===== config.mk =====
export PLATFORM = sky130hd
export DESIGN_NAME = mvsm_ram
export DESIGN_NICKNAME = d
export VERILOG_FILES = /design/src/sv/multi_voice_sample_mixer_defines.svh /design/src/sv/mvsm_ram.sv
export SDC_FILE = /design/constraint.sdc
export NUM_CORES = 2
export LEC_CHECK = 0
export BUFFER_PORTS_ARGS = -buffer_cell sky130_fd_sc_hd__clkbuf_2
export CORE_ASPECT_RATIO = 0.75
export CORE_MARGIN = 4
export CORE_UTILIZATION = 65
export CTS_BUF_LIST = sky130_fd_sc_hd__clkbuf_2 sky130_fd_sc_hd__clkbuf_4 sky130_fd_sc_hd__clkbuf_8
export DETAILED_ROUTE_END_ITERATION = 7
export GPL_ROUTABILITY_DRIVEN = 0
export PLACE_DENSITY = 0.81
export SYNTH_ARGS = -nofsm -noshare
export SYNTH_HDL_FRONTEND = slang
export SYNTH_SLANG_ARGS = --single-unit

===== constraint.sdc =====
create_clock -name clk -period 7.1 [get_ports clk]
set_input_delay 0.71 -clock clk [delete_from_list [all_inputs] [get_ports clk]]
set_output_delay 0.71 -clock clk [all_outputs]
set_load 0.01 [all_outputs]

===== src/sv/multi_voice_sample_mixer_defines.svh =====
// Assertion macros shared by the mixer RTL.
// Both macros sample on the rising edge of clk and are disabled while arst_n is low.
`ifndef MULTI_VOICE_SAMPLE_MIXER_DEFINES_SVH
`define MULTI_VOICE_SAMPLE_MIXER_DEFINES_SVH

// The property must hold at every sampled edge.
`define MVSM_ASSERT(lbl, prop, msg) \
	lbl: assert property (@(posedge clk) disable iff (!arst_n) prop) else $error(msg);

// The condition must never be true at a sampled edge.
`define MVSM_NEVER(lbl, cond, msg) \
	lbl: assert property (@(posedge clk) disable iff (!arst_n) !(cond)) else $error(msg);

`endif


===== src/sv/mvsm_ram.sv =====
`default_nettype none

module mvsm_ram #(
	parameter int WIDTH = 16,
	parameter int DEPTH = 256
) (
	input  wire logic                                       clk,
	input  wire logic                                       we,
	input  wire logic [((DEPTH > 1) ? $clog2(DEPTH) : 1)-1:0] waddr,
	input  wire logic [WIDTH-1:0]                           wdata,
	input  wire logic                                       re,
	input  wire logic [((DEPTH > 1) ? $clog2(DEPTH) : 1)-1:0] raddr,
	output logic      [WIDTH-1:0]                           rdata
);

	logic [WIDTH-1:0] mem [DEPTH];

	always_ff @(posedge clk) begin
		if (we) begin
			mem[waddr] <= wdata;
		end
	end

	always_ff @(posedge clk) begin
		if (re) begin
			rdata <= mem[raddr];
		end
	end

endmodule

`default_nettype wire


==> results_dict.tcl <==
set metrics [dict create \
    path_clk_slew_ns 0.07 \
    die_area_um2 252000 \
    postCtsHoldBufs 0 \
    hold_violations 0 \
    fmax_mhz 228 \
    ant_nets 0 \
    fp-row-count 156 \
    synth_edf_count 4112 \
    syn_nets 7395 \
    antenna_found_initial 28 \
    seq_area_frac_synth 0.777 \
    die_h_um 436 \
    slew_violations 3 \
    syn_to_final_growth_pct 10.2 \
    ir_drop_uv 233 \
    htreeDepth 6 \
    synth_area_um2 159000 \
    clock_path_buffers 4 \
    powerDensity_nw_per_um2 269 \
    cp-end-kind "flop" \
    synth.ff_latch_count 4112 \
    worst_setup_path_start_kind "primary input" \
    root_buffer "clkbuf_8" \
    slew_headroom -0.0146 \
    synthDistinctLibCells 51 \
    vias 82900 \
    drc 0 \
    finalCritPeriodShare 0.617 \
    io_pins 51 \
    post-place-cells 10600 \
    skew_ns 0.0729 \
    core_um2 242000 \
    hold_path.class "in -> reg" \
    maxCapViolations 1 \
    tightest_slew_ns 1.51 \
    syn_avg_cell_area_um2 21.6 \
    avgViaCountPerCell 7.13 \
    cts_tree "done" \
    fin_nets 7975 \
    finalSetupTns_ns 0 \
    synthArstFlopShare 0 \
    p_int_mw 36.7 \
    fin_total_pwr_mw 47.0 \
    layout-drive-gt1-share 0.269 \
    initial_utilization 0.656 \
    outcome "finished, violations left" \
    drtIter0Drc 14900 \
    clock_latency_ns 1.06 \
    chipWidth_um 579 \
    dp.final_hpwl_um 239000 \
    cts_sinks 4112 \
    fin_crit_ns 4.38 \
    clkPwrFrac 0.378 \
    critical_path_class "in -> reg" \
    switchingPower_mw 10.3 \
    nFillCells 12900 \
    final-setup-viol-count 0 \
    stdcell_count 11600 \
    dr.pass1.iters 7 \
    rsz0062_at_grt "false" \
    pwr-share-seq 0.570 \
    grt_max_degree 156 \
    cts_setup_buffers 0 \
    syn_inst 7360 \
    first_global_vias 82400 \
    portBuffers 50 \
    p_comb_frac 0.051 \
    grt_pass1_wl_um 589000 \
    cts_inserted_buffers 585 \
    p_leak_nw 55.8 \
    post_drt_wl_per_cell_um 35.4 \
    cp_data_required_time_ns 7.96 \
    routed_wl_um 412000 \
    violations "capacitance limit, slew limit" \
    yosysWarnings 0 \
    grt_overflow_total 0 \
    switching_share 0.220 \
    cp_data_arrival_time_ns 5.24 \
    ctsResizeCount 0 \
    synth-main-ff-cell "edfxtp_1" \
    crit_fanout 69 \
    track_usage 0.328 \
]
==> layout by cell type, fill, tap and decap left out, types with 87 or more instances in the layout <==
master,n
a21oi_1,175
buf_4,371
clkbuf_4,204
clkbuf_8,595
clkinv_1,126
edfxtp_1,4112
mux2_2,88
mux2i_1,565
mux4_2,797
nor2_1,286
nor3_1,87
o221ai_1,252
o22ai_1,148
==> final timing paths <==
| kind | slack [ns] | end | depth (start not counted) | start |
|---|---|---|---|---|
| max | 2.72 | rdata[0] | 8 | raddr[1] |
| min | 0.11 | mem[129][12] | 1 | wdata[12] |
| max reg2reg | 3.44 | rdata[15] | 6 | mem[135][15] |
| min reg2reg | 1.14 | rdata[11] | 6 | mem[195][11] |
==> power by group through the flow <==
stage	combinational (mW)	clock [mW]	sequential, mW
2_1_floorplan	1.32	0	27.3
3_3_place_gp	2.27	0	27.3
3_5_place_dp	2.35	0	27.3
4_1_cts	2.35	17.9	26.8
5_1_grt	2.49	19.2	26.8
6_report	2.41	17.8	26.8
==> final cells by class <==
| type | count | area [um2] | area share |
|---|---|---|---|
| diodes | 25 | 62.6 | 0.000357 |
| clock buffers | 798 | 9710 | 0.0555 |
| clock inverters | 202 | 1170 | 0.00669 |
| inverters | 4 | 25.0 | 0.000143 |
| multi-input cells | 2792 | 32800 | 0.188 |
| flip-flops and latches | 4112 | 123000 | 0.705 |
| well taps | 3239 | 4050 | 0.0232 |
| repair buffers | 445 | 3700 | 0.0211 |
==> state kept, by name, summed over array words and instances (netlist names) <==
name,count
rdata,16
mem,4096
==> metal layers <==
layer	vias to the layer above	track usage	part of all wire
met2	7295	0.464	0.45
met4	4	0.137	0.046
met3	1066	0.128	0.17
met5	-	0	0.000087
li1	32500	-	-
met1	42000	0.465	0.34
==> Yosys cell counts, types with 17 or more instances <==
cell type  number  share of area
a211oi_1       18        0.00085
a21oi_1       175         0.0055
a221oi_1       28         0.0015
a22o_1         32         0.0018
a22oi_1        43         0.0020
buf_1          27        0.00064
buf_2          76         0.0024
buf_4          26         0.0012
buf_6          77         0.0055
clkbuf_1      230         0.0054
edfxtp_1     4112           0.78
mux2_2         88         0.0062
mux2i_1       565          0.036
mux4_2        797           0.11
nand2_1        38        0.00090
nand3_1        35         0.0011
nand4_1        26         0.0010
nor2_1        304         0.0072
nor3_1         92         0.0029
nor4_1         17        0.00067
o21ai_0        37         0.0012
o221ai_1      252          0.014
o22ai_1       148         0.0058
o32ai_1        20         0.0011
==> worst max-delay path: stages <==
cell	delay (ns)
buf_8	0.46
nand2b_4	0.58
buf_4	0.49
o221ai_1	0.59
o22ai_1	0.18
a22oi_1	0.87
nand3_1	0.60
nor4_1	0.43
==> logic make-up after synthesis <==
family          count (synthesis)  share of synthesized area
buf+inv                       456                     0.0169
simple gates                  556                     0.0157
flops                        4112                      0.777
mux                          1450                      0.155
compound gates                786                     0.0353
==> through the flow <==
step / area [um2] / setup slack (ns) / hold WS (ns) / util
finish: 175000 / 2.72 / 0.112 / 0.723
global route: 175000 / 2.85 / 0.0923 / 0.723
CTS: 175000 / 3.06 / 0.0480 / 0.723
detailed placement: 164000 / 1.93 / 1.12 / 0.678
global placement: 164000 / 1.90 / 1.10 / 0.678
floorplan: 159000 / 4.14 / 0.809 / -
Note: power is estimated with default switching activity, not from simulation.
