### config.mk
export PLATFORM = sky130hd
export DESIGN_NAME = mvsm_mix_dp
export DESIGN_NICKNAME = d
export VERILOG_FILES = /design/src/sv/multi_voice_sample_mixer_defines.svh /design/src/sv/mvsm_pkg.sv /design/src/sv/mvsm_mix_dp.sv
export SDC_FILE = /design/constraint.sdc
export NUM_CORES = 1
export LEC_CHECK = 0
export BUFFER_PORTS_ARGS = -buffer_cell sky130_fd_sc_hd__clkbuf_2
export CAP_MARGIN = 40
export CORE_UTILIZATION = 47
export CTS_BUF_LIST = sky130_fd_sc_hd__clkbuf_16
export CTS_CLUSTER_DIAMETER = 150
export DETAILED_ROUTE_END_ITERATION = 7
export SLEW_MARGIN = 30
export SYNTH_ARGS = -nofsm -noshare
export SYNTH_HDL_FRONTEND = slang
export SYNTH_SLANG_ARGS = --single-unit
### constraint.sdc
create_clock -name clk -period 7.3 [get_ports clk]
set_clock_uncertainty 0.15 [all_clocks]
set_input_delay 0.365 -clock clk [delete_from_list [all_inputs] [get_ports clk]]
set_output_delay 0.365 -clock clk [all_outputs]
set_load 0.01 [all_outputs]
### src/sv/multi_voice_sample_mixer_defines.svh
// Assertion macros shared by the mixer RTL.
// Both macros sample on the rising edge of clk and are disabled while arst_n is low.
`ifndef MULTI_VOICE_SAMPLE_MIXER_DEFINES_SVH
`define MULTI_VOICE_SAMPLE_MIXER_DEFINES_SVH

// The property must hold at every sampled edge.
`define MVSM_ASSERT(lbl, prop, msg) \
	lbl: assert property (@(posedge clk) disable iff (!arst_n) prop) else $error(msg);

// The condition must never be true at a sampled edge.
`define MVSM_NEVER(lbl, cond, msg) \
	lbl: assert property (@(posedge clk) disable iff (!arst_n) !(cond)) else $error(msg);

`endif

### src/sv/mvsm_pkg.sv
`default_nettype none

package mvsm_pkg;

	localparam int VOICE_COUNT  = 8;
	// The sample store is addressed modulo its size, so the size must be a power of two.
	localparam int SAMPLE_WORDS = 65536;

	localparam int ADDR_W  = $clog2(SAMPLE_WORDS);
	localparam int VOICE_W = (VOICE_COUNT > 1) ? $clog2(VOICE_COUNT) : 1;
	localparam int CNT_W   = $clog2(VOICE_COUNT + 1);
	localparam int SLOT_W  = 3;
	localparam int SLOT_CMP_W = (CNT_W > SLOT_W) ? CNT_W : SLOT_W;
	localparam int SPAN_W  = 17;
	localparam int WIDE_W  = (ADDR_W > SPAN_W) ? ADDR_W : SPAN_W;
	localparam int MASK_W  = 8;

	localparam logic [2:0] MODE_WRITE  = 3'd0;
	localparam logic [2:0] MODE_START  = 3'd1;
	localparam logic [2:0] MODE_VOLUME = 3'd2;
	localparam logic [2:0] MODE_STOP   = 3'd3;
	localparam logic [2:0] MODE_TICK   = 3'd4;

	typedef struct packed {
		logic [15:0]       base;
		logic [SPAN_W-1:0] span;
		logic [SPAN_W-1:0] pos;
		logic              rep;
		logic [15:0]       gain;
		logic              hold;
	} voice_rec_t;

	typedef struct packed {
		logic valid;
		logic play;
		logic first;
		logic last;
	} mix_ctl_t;

endpackage

`default_nettype wire

### src/sv/mvsm_mix_dp.sv
`default_nettype none

module mvsm_mix_dp
	import mvsm_pkg::*;
(
	input  wire logic               clk,
	input  wire logic               arst_n,
	input  wire logic signed [15:0] smp,
	input  wire logic        [15:0] gain_s2,
	input  wire mix_ctl_t           ctl_s2,
	output logic signed      [15:0] acc,
	output logic                    done
);

	logic signed [32:0] prod_s3;
	logic signed [15:0] scaled_s4;
	mix_ctl_t           ctl_s3;
	mix_ctl_t           ctl_s4;
	logic signed [15:0] acc_q;
	logic               done_q;

	logic signed [16:0] gain_ext;
	logic signed [17:0] quot;
	logic signed [17:0] quot_tz;
	logic signed [15:0] acc_base;
	logic signed [16:0] acc_sum;

	assign gain_ext = {1'b0, gain_s2};

	// An arithmetic shift floors; a negative product with a nonzero remainder
	// moves up by one so the quotient truncates toward zero.
	assign quot    = prod_s3[32:15];
	assign quot_tz = quot + 18'(prod_s3[32] && (prod_s3[14:0] != 15'd0));

	assign acc_base = ctl_s4.first ? 16'sd0 : acc_q;
	assign acc_sum  = 17'(acc_base) + 17'(scaled_s4);

	always_ff @(posedge clk or negedge arst_n) begin
		if (!arst_n) begin
			ctl_s3 <= '0;
			ctl_s4 <= '0;
			done_q <= 1'b0;
			acc_q  <= '0;
		end else begin
			ctl_s3 <= ctl_s2;
			ctl_s4 <= ctl_s3;
			done_q <= ctl_s4.valid && ctl_s4.last;
			if (ctl_s4.valid) begin
				if (!ctl_s4.play) begin
					acc_q <= acc_base;
				end else if (acc_sum > 17'sd32767) begin
					acc_q <= 16'sh7fff;
				end else if (acc_sum < -17'sd32768) begin
					acc_q <= -16'sh8000;
				end else begin
					acc_q <= acc_sum[15:0];
				end
			end
		end
	end

	always_ff @(posedge clk) begin
		prod_s3 <= smp * gain_ext;
		if (quot_tz > 18'sd32767) begin
			scaled_s4 <= 16'sh7fff;
		end else if (quot_tz < -18'sd32768) begin
			scaled_s4 <= -16'sh8000;
		end else begin
			scaled_s4 <= quot_tz[15:0];
		end
	end

	assign acc  = acc_q;
	assign done = done_q;

endmodule

`default_nettype wire

==> results of run 1 <==
-- final cells by class --
class,count,area share [%]
clock inverters,7,0.422
repair buffers,60,2.55
clock buffers,9,1.77
multi-input cells,933,72.1
flip-flops and latches,74,12.6
well taps,324,3.18
inverters,252,7.42
-- metrics by stage --
stage	worst slack, ns	hold slack [ns]	area, µm²
5_1_grt	0.551	0.213	12800
6_report	0.964	0.204	12800
3_3_place_gp	0.830	0.190	12400
3_5_place_dp	0.627	0.187	12400
2_1_floorplan	1.24	-0.0806	11900
4_1_cts	0.966	0.208	12800
-- cell families (layout without fill, tap and decap cells) --
| kind of cell | count (synthesis) | after routing | share of synthesized area [%] |
|---|---|---|---|
| fa+ha+maj | 335 | 335 | 47.5 |
| flops | 74 | 74 | 13.5 |
| buf+inv | 292 | 328 | 9.28 |
| xor+xnor | 53 | 53 | 3.90 |
| simple gates | 379 | 379 | 16.0 |
| mux | 2 | 2 | 0.200 |
| compound gates | 164 | 164 | 9.64 |
-- worst min path at each step --
stage | from | to | slack [ns]
6_report | ctl_s3[0] | ctl_s4[0] | 0.20
5_1_grt | ctl_s3[0] | ctl_s4[0] | 0.21
4_1_cts | ctl_s3[0] | ctl_s4[0] | 0.21
3_5_place_dp | ctl_s3[1] | ctl_s4[1] | 0.19
3_3_place_gp | ctl_s3[0] | ctl_s4[0] | 0.19
2_1_floorplan | arst_n | acc[0] | -0.08
-- cell usage in the layout, fill, tap and decap left out, types with 3 or more instances in the layout --
master	synthesis	final
a211o_1	8	8
a21o_1	17	17
a21oi_1	29	29
a22o_1	17	17
a31oi_1	5	5
and2_1	109	109
and3_1	4	4
clkbuf_16	0	9
clkbuf_2	0	54
clkinv_4	0	4
dfrtp_1	25	25
dfxtp_1	49	49
dlygate4sd3_1	0	5
fa_1	195	195
ha_1	140	140
inv_1	251	251
nand2_1	161	161
nand2b_1	19	19
nand3_1	15	15
nand4_1	9	9
nor2_1	23	23
nor2b_1	21	21
nor3_1	6	6
nor4_1	3	3
o211ai_1	5	5
o21a_1	4	4
o21ai_0	32	32
o21ai_1	13	12
o21bai_1	8	8
or3_1	3	3
xnor2_1	27	27
xor2_1	26	26
-- state kept, by name, indices dropped and copies added, names as in the netlist --
signal     cells
acc           16
ctl_s3         4
ctl_s4         4
done           1
prod_s3       33
scaled_s4     16
-- per-layer routing --
metal / up-vias / track usage (%)
li1: 4135 / -
met1: 4290 / 27.1
met2: 164 / 36.7
met3: 38 / 2.62
met4: 0 / 5.79
met5: - / 0
-- repair_timing --
| action | 4_1_cts | 5_1_grt |
|---|---|---|
| endpoints found under the hold margin | 29 | 0 |
| endpoints found under the setup margin | 0 | 0 |
| hold buffers | 5 | 0 |
==> metrics.log, run 1 <==
[metrics] run status: complete, no violations
[metrics] cts bufs inserted: 9
[metrics] number of warning messages in the yosys log: 0
[metrics] Crit. path cell count: 20
[metrics] CTS H-tree depth: 3
[metrics] Worst slew margin: 54.3%
[metrics] worst setup path startpoint: smp[15]
[metrics] startpoint type of the worst setup path: input port
[metrics] number of setup buffers added after CTS: 0
[metrics] Crit Path Max Fanout: 11
[metrics] number of synthesized flops with an enable pin: 0
[metrics] average wire length per cell after detail routing: 15.4 µm
[metrics] global-route wire length before repair: 43.0 mm
[metrics] sequential fraction of the synthesis area: 13.5%
[metrics] Via density: 5.20
[metrics] crit path capture: prod_s3[31]
[metrics] final routed DRC violation total: 0
[metrics] average cell area after synthesis: 9.16 µm²
[metrics] Fill cells: 2352
[metrics] dominant synthesized flop cell: dfxtp_1
[metrics] CP cell instances: clkbuf_2 -> clkinv_1 -> nor2_1 -> fa_1 -> fa_1 -> fa_1 -> fa_1 -> fa_1 -> inv_1 -> fa_1 -> inv_1 -> ha_1 -> a21o_1 -> a21oi_1 -> or4bb_1 -> o31ai_1 -> a31oi_1 -> a311oi_1 -> a21oi_1 -> xor2_1
[metrics] area of the placeable core: 24600 µm²
[metrics] Final nets: 1703
[metrics] antenna violation net count after detailed routing: 0
[metrics] Post-Syn Nets: 1672
[metrics] Netlist cell types: 60
[metrics] final setup violating endpoints: 0
[metrics] input/output buffers: 54
[metrics] met3 routed WL: 786 µm
[metrics] most frequent cells after synthesis: inv_1 (251), fa_1 (195), nand2_1 (161)
[metrics] Worst path max stage delay: 0.56 ns
[metrics] register bit count reported by yosys: 74
[metrics] Crit Path Class: input port to flop
[metrics] die outline height: 161 µm
[metrics] Die Outline Area: 26000 µm²
[metrics] Clock Latency Late Sink: 0.34 ns
[metrics] wire length on met2: 12.9 mm
[metrics] Synth area leaders: fa_1 (33%), ha_1 (15%), dfxtp_1 (8.2%)
[metrics] die width: 161 µm
[metrics] number of core rows: 57
[metrics] critical register-to-register path endpoint: acc[9]
[metrics] Fin. Hold Viols: 0
[metrics] count of antenna diodes in the layout: 0
[metrics] cell repeated most along the worst path: fa_1
[metrics] element type at the critical path end: flop
[metrics] max cap viols: 0
[metrics] slowest cell on the critical path: fa_1
[metrics] dpl cells: 1637
[metrics] count of final max-slew check failures: 0
[metrics] CTS tree: built
[metrics] total routed wirelength: 25.6 mm
[metrics] register area: 1610 µm²
[metrics] most frequent cell after synthesis: inv_1
[metrics] post-layout instance count excluding filler cells: 1659
[metrics] Fmax achieved: 158 MHz
[metrics] clock-pin slew reported for the worst setup and hold paths after clock tree synthesis: 0.06 ns
[metrics] final global-route overflow total: 0
[metrics] biggest area consumer among synthesized cells: fa_1
[metrics] fraction of the cycle the final worst path needs: 86.8%
[metrics] Synth Instances: 1299
[metrics] sink count of the clock tree: 74
[metrics] cell type group with the largest total delay on the critical path: adder cells
[metrics] area of combinational cells with multiple inputs: 9190 µm²
[metrics] accumulated negative setup slack: 0 ns
[metrics] effective utilization at floorplan: 48.4%
[metrics] Root Driver: clkbuf_16
[metrics] worst min-delay path category: flop to flop
[metrics] fin util: 51.8%
[metrics] CP arrival: 6.40 ns
[metrics] gpl congestion: 0.838
[metrics] Worst-Margin Slew: 0.672 ns
[metrics] DR iter-0 viols: 363
[metrics] Met1 Wirelength: 11.3 mm
[metrics] Area Growth Syn to Fin: 7.18%
[metrics] WP buf/inv: 4
[metrics] number of primary I/O pins: 55
[metrics] fraction of registers with async set/reset: 33.8%
[metrics] worst reg2reg path startpoint: ctl_s4[1]
[metrics] number of vias after detailed routing: 8627
[metrics] Detailed Place HPWL: 21.4 mm
[metrics] share of the synthesized area in the top cell type: 32.8%
[metrics] number of global-route vias before repair: 8772
[metrics] post-cts sizing count: 0
[metrics] register-to-register setup slack: 3.41 ns
[metrics] number of antenna violations at the first check in global routing: 0
[metrics] number of cell instances on the worst register-to-register path: 11
[metrics] crit path time final: 6.34 ns
[metrics] Max Buffers Root-to-Sink: 2
[metrics] maximum number of pins on one net before global-route repair: 26
[metrics] cell depth of the worst hold path: 0
[metrics] fraction of layout cells with a size suffix above 1: 6.14%
[metrics] cell area after synthesis: 11900 µm²
[metrics] top metal layer carrying routed signals: met4
[metrics] data required time at the worst endpoint: 7.37 ns
[metrics] global router's overall resource usage: 20.9%
[metrics] detailed-router iteration count before antenna repair: 5
[metrics] RSZ-0062 raised after global routing: false
Power of run 1 is not shown: default switching activity piles up to over one toggle a cycle in this logic, so the estimate is an artifact.
==> run 2: changes to the inputs <==
clock period = 7.6 ns   (was 7.3 ns; I/O delays follow)
==> run 2 against run 1 <==
Against the previous run:
- first-iteration DRC count increased by 5.8%
- worst setup slack improved by 0.31 ns
- die area stayed put
- critical path depth unchanged
- critical path type unchanged
- highest routed layer unchanged
==> metrics.log, run 2 (synthesized netlist as in run 1, its figures left out) <==
[metrics] count of antenna diodes in the layout: 0
[metrics] number of core rows: 57
[metrics] Hold Slack: 0.207 ns
[metrics] total placed instance area: 12400 µm²
[metrics] accumulated negative setup slack: 0 ns
[metrics] number of global-route vias before repair: 8916
[metrics] Fin. Hold Viols: 0
[metrics] commonest cells after routing, fill and taps aside: inv_1 (251), fa_1 (195), nand2_1 (161)
[metrics] effective utilization at floorplan: 48.4%
[metrics] Clock Latency Late Sink: 0.34 ns
[metrics] Crit Path Max Fanout: 11
[metrics] area of combinational cells with multiple inputs: 9190 µm²
[metrics] cts bufs inserted: 9
[metrics] WP buf/inv: 4
[metrics] CP arrival: 6.40 ns
[metrics] crit path time final: 6.33 ns
[metrics] Die Outline Area: 26000 µm²
[metrics] max cap viols: 0
[metrics] run status: complete, no violations
[metrics] area of the placeable core: 24600 µm²
[metrics] Root Driver: clkbuf_16
[metrics] fraction of the cycle the final worst path needs: 83.2%
[metrics] most common cell after layout, fill and taps aside: inv_1
[metrics] Via density: 5.24
[metrics] CTS H-tree depth: 3
[metrics] die width: 161 µm
[metrics] CP cell instances: clkbuf_2 -> clkinv_1 -> nor2_1 -> fa_1 -> fa_1 -> fa_1 -> fa_1 -> fa_1 -> inv_1 -> fa_1 -> inv_1 -> ha_1 -> a21o_1 -> a21oi_1 -> or4bb_1 -> o31ai_1 -> a31oi_1 -> a311oi_1 -> a21oi_1 -> xor2_1
[metrics] average wire length per cell after detail routing: 15.3 µm
[metrics] Final nets: 1703
[metrics] cell repeated most along the worst path: fa_1
[metrics] RSZ-0062 raised after global routing: false
[metrics] Fill cells: 2372
[metrics] sink count of the clock tree: 74
[metrics] worst min-delay path category: flop to flop
[metrics] detailed-router iteration count before antenna repair: 7
[metrics] final setup violating endpoints: 0
[metrics] final routed DRC violation total: 0
[metrics] count of final max-slew check failures: 0
[metrics] Crit Path Class: input port to flop
[metrics] Worst slew margin: 52.8%
[metrics] global-route wire length before repair: 43.3 mm
[metrics] flip-flop count of the largest register after layout: 33
[metrics] Worst-Margin Slew: 0.695 ns
[metrics] Worst path max stage delay: 0.54 ns
[metrics] final standard cell area without fillers: 12800 µm²
[metrics] final global-route overflow total: 0
[metrics] Max Buffers Root-to-Sink: 2
[metrics] number of setup buffers added after CTS: 0
[metrics] register area: 1610 µm²
[metrics] Fmax achieved: 158 MHz
[metrics] clock-pin slew reported for the worst setup and hold paths after clock tree synthesis: 0.06 ns
[metrics] fraction of layout cells with a size suffix above 1: 6.14%
[metrics] cell type group with the largest total delay on the critical path: adder cells
[metrics] Detailed Place HPWL: 21.4 mm
[metrics] number of vias after detailed routing: 8689
[metrics] element type at the critical path end: flop
[metrics] top register by number of flip-flops: prod_s3
[metrics] CTS tree: built
[metrics] input/output buffers: 54
[metrics] number of antenna violations at the first check in global routing: 0
[metrics] total routed wirelength: 25.4 mm
[metrics] antenna violation net count after detailed routing: 0
[metrics] gpl congestion: 0.838
[metrics] maximum number of pins on one net before global-route repair: 26
[metrics] startpoint type of the worst setup path: input port
[metrics] DR iter-0 viols: 384
[metrics] data required time at the worst endpoint: 7.67 ns
[metrics] slowest cell on the critical path: fa_1
[metrics] global router's overall resource usage: 21.0%
[metrics] die outline height: 161 µm
[metrics] Area Growth Syn to Fin: 7.18%
[metrics] number of primary I/O pins: 55
[run 2: layer usage]
metal	global-route usage (%)	vias to the layer above	wire length, µm
met1	27.3	4355	11200
met2	36.6	165	12800
met3	2.54	39	835
met4	6.35	0	690
li1	-	4130	-
met5	0	-	0
[run 2: path summary, 6_finish.rpt]
kind                            startpoint           to  slack, ns  cells after the start
worst max-delay path               smp[15]  prod_s3[31]       1.27                     20
worst min-delay path             ctl_s3[0]    ctl_s4[0]       0.21                      0
worst max register to register   ctl_s4[1]       acc[6]       3.72                     11
worst min register to register   ctl_s3[0]    ctl_s4[0]       0.21                      0
max in group asynchronous           arst_n    ctl_s4[3]       6.50                      2
min in group asynchronous           arst_n      acc[10]       0.42                      2
[run 2: metrics by stage]
stage / worst slack (ns) / utilization, % / instances
after floorplan: 1.52 / - / 1299
after global placement: 1.12 / 50.5 / 1637
after detailed placement: 0.963 / 50.5 / 1637
after CTS: 1.31 / 51.8 / 1658
after global routing: 0.861 / 51.8 / 1659
final: 1.27 / 51.8 / 1659
[run 2: final cells by class]
class / count / area share [%]
multi-input cells: 933 / 72.1
well taps: 324 / 3.18
clock inverters: 7 / 0.422
clock buffers: 9 / 1.77
repair buffers: 60 / 2.55
inverters: 252 / 7.42
flip-flops and latches: 74 / 12.6
[run 2: what timing repair did]
item,CTS,global route
resized for setup,0,0
setup endpoints to repair,0,0
hold buffers,5,0
hold endpoints to repair,29,0
[run 2: worst reg2reg max path: stages (launching register included)]
cell      delay (ns)
dfrtp_1         0.71
nor2b_1         0.12
ha_1            0.23
fa_1            0.42
a211o_1         0.33
a211o_1         0.28
a211o_1         0.33
nand3_1         0.12
a21boi_1        0.08
mux2i_2         0.56
o21ai_1         0.18
a22o_1          0.24
Power of run 2 is left out for the same reason.
==> run 3: changes to the inputs <==
PLACE_DENSITY = 0.66   (was not set)
clock period = 5.41 ns   (was 7.6 ns; I/O delays follow)
==> run 3 against run 2 <==
Against the previous run:
- final cell count up 7.4%
- critical path depth grew 1
- via count rose by 3.6%
- highest routed layer unchanged
==> metrics.log, run 3 (synthesized netlist as in run 1, its figures left out) <==
[metrics] Crit Path Max Fanout: 12
[metrics] max cap viols: 0
[metrics] Fmax achieved: 185 MHz
[metrics] final routed DRC violation total: 0
[metrics] detailed-router iteration count before antenna repair: 6
[metrics] total routed wirelength: 25.3 mm
[metrics] number of primary I/O pins: 55
[metrics] Root Driver: clkbuf_16
[metrics] number of vias after detailed routing: 9002
[metrics] commonest cells after routing, fill and taps aside: inv_1 (242), fa_1 (187), nand2_1 (156)
[metrics] count of final max-slew check failures: 0
[metrics] cts bufs inserted: 9
[metrics] CP cell instances: buf_12 -> and2_4 -> fa_1 -> inv_2 -> fa_1 -> inv_1 -> fa_1 -> fa_2 -> fa_1 -> inv_1 -> fa_1 -> inv_2 -> ha_4 -> a21o_1 -> a21oi_2 -> o21ai_2 -> a41oi_4 -> o21ai_1 -> a21o_1 -> a2111oi_4 -> nand3b_1
[metrics] cell repeated most along the worst path: fa_1
[metrics] top register by number of flip-flops: prod_s3
[metrics] global router's overall resource usage: 20.4%
[metrics] worst reg2reg path startpoint: ctl_s4[1]
[metrics] Crit Path Class: input port to flop
[metrics] global-route layer with the greatest usage: met2
[metrics] run status: complete, no violations
[metrics] clock-pin slew reported for the worst setup and hold paths after clock tree synthesis: 0.06 ns
[metrics] number of cell instances on the worst register-to-register path: 11
[metrics] Area Growth Syn to Fin: 20.4%
[metrics] Min-Delay Startpoint: ctl_s3[3]
[metrics] register-to-register setup slack: 1.48 ns
[metrics] die width: 161 µm
[metrics] data required time at the worst endpoint: 5.52 ns
[metrics] Detailed Place HPWL: 22.0 mm
[metrics] sink count of the clock tree: 74
[metrics] maximum number of pins on one net before global-route repair: 26
[metrics] met1 demand-to-capacity share in global routing: 27.2%
[metrics] element type at the critical path end: flop
[metrics] global routing usage on met2: 36.3%
[metrics] Fin. Hold Viols: 0
[metrics] global-route wire length before repair: 43.2 mm
[metrics] final setup violating endpoints: 0
[metrics] fin util: 58.3%
[metrics] die outline height: 161 µm
[metrics] Worst path max stage delay: 0.54 ns
[metrics] count of antenna diodes in the layout: 0
[metrics] endpoint of the worst hold-timing path: ctl_s4[3]
[metrics] worst min-delay path category: flop to flop
[metrics] Final nets: 1825
[metrics] fraction of the cycle the final worst path needs: 99.9%
[metrics] Via density: 5.05
[metrics] accumulated negative setup slack: 0 ns
[metrics] slowest cell on the critical path: fa_1
[metrics] cell depth of the worst hold path: 0
[metrics] startpoint type of the worst setup path: input port
[metrics] number of global-route vias before repair: 9293
[metrics] fraction of layout cells with a size suffix above 1: 19.7%
[metrics] Clock Latency Late Sink: 0.33 ns
[metrics] Die Outline Area: 26000 µm²
[metrics] CTS H-tree depth: 3
[metrics] Fill cells: 2189
[metrics] number of core rows: 57
[metrics] input/output buffers: 54
[metrics] CP arrival: 5.51 ns
[metrics] RSZ-0062 raised after global routing: true
[metrics] gpl congestion: 0.914
[metrics] flip-flop count of the largest register after layout: 33
[metrics] effective utilization at floorplan: 48.4%
[metrics] Max Buffers Root-to-Sink: 2
[metrics] area of the placeable core: 24600 µm²
[metrics] Worst slew margin: 54.0%
[metrics] final global-route overflow total: 0
[metrics] crit path time final: 5.40 ns
[metrics] met3 usage: 1.72%
[metrics] average wire length per cell after detail routing: 14.2 µm
[metrics] DR iter-0 viols: 453
[metrics] Worst-Margin Slew: 0.676 ns
[metrics] most common cell after layout, fill and taps aside: inv_1
[metrics] number of antenna violations at the first check in global routing: 0
[metrics] CTS tree: built
[metrics] antenna violation net count after detailed routing: 0
[metrics] critical register-to-register path endpoint: acc[2]
## run 3: changes by cell type in the layout (fill, tap and decap cells not counted), moves of 15 or more
cell / change
buf_4: +118
clkbuf_2: -26
and2_1: -20
and2_4: +19
ha_1: -17
buf_6: +15
ha_4: +15
## run 3: worst max-delay path: cells and delay by family
kind,cells,cell delay (ns)
AND/OR/NAND/NOR,2,0.33
buffers and inverters,5,0.31
adder cells (fa/ha/maj),7,3.28
AO/OA/AOI/OAI,7,1.30
## run 3: per-stage QoR
stage          hold slack, ns  instances  worst slack [ns]  instance area (µm²)
2_1_floorplan          -0.175       1299           -0.0861                12200
3_3_place_gp            0.146       1752            -0.451                13400
3_5_place_dp            0.141       1752            -0.510                13500
4_1_cts                 0.198       1774          0.000440                14000
5_1_grt                 0.215       1781            -0.178                14300
6_report                0.198       1781           0.00695                14300
## run 3: layer usage
metal	wire length (µm)	vias to the layer above
met5	0	-
met4	342	0
met3	654	23
met2	12800	153
met1	11500	4447
li1	-	4379
## run 3: timing repair
| item | CTS | global route |
|---|---|---|
| pin swaps | 13 | 60 |
| setup endpoints to repair | 8 | 12 |
| buffers inserted | 1 | 7 |
| resized for setup | 40 | 106 |
| hold buffers | 5 | 0 |
| endpoints found under the hold margin | 29 | 0 |
## run 3: area by class of cell
type / instances / area [µm²] / area share [%]
multi-input cells: 933 / 9630 / 67.1
repair buffers: 182 / 1440 / 10.1
flip-flops and latches: 74 / 1610 / 11.2
clock inverters: 7 / 78.8 / 0.550
well taps: 324 / 405 / 2.83
inverters: 252 / 950 / 6.62
clock buffers: 9 / 225 / 1.57
## run 3: how the worst max path moves through the flow
stage / depth (start not counted) / from / to / slack [ns]
final: 21 / gain_s2[10] / prod_s3[23] / 0.007
after global routing: 21 / gain_s2[8] / prod_s3[31] / -0.18
after CTS: 21 / gain_s2[11] / prod_s3[32] / 0.0004
after detailed placement: 21 / gain_s2[5] / prod_s3[31] / -0.51
after global placement: 21 / gain_s2[5] / prod_s3[31] / -0.45
after floorplan: 21 / smp[5] / prod_s3[31] / -0.09
Power of run 3 is left out for the same reason.
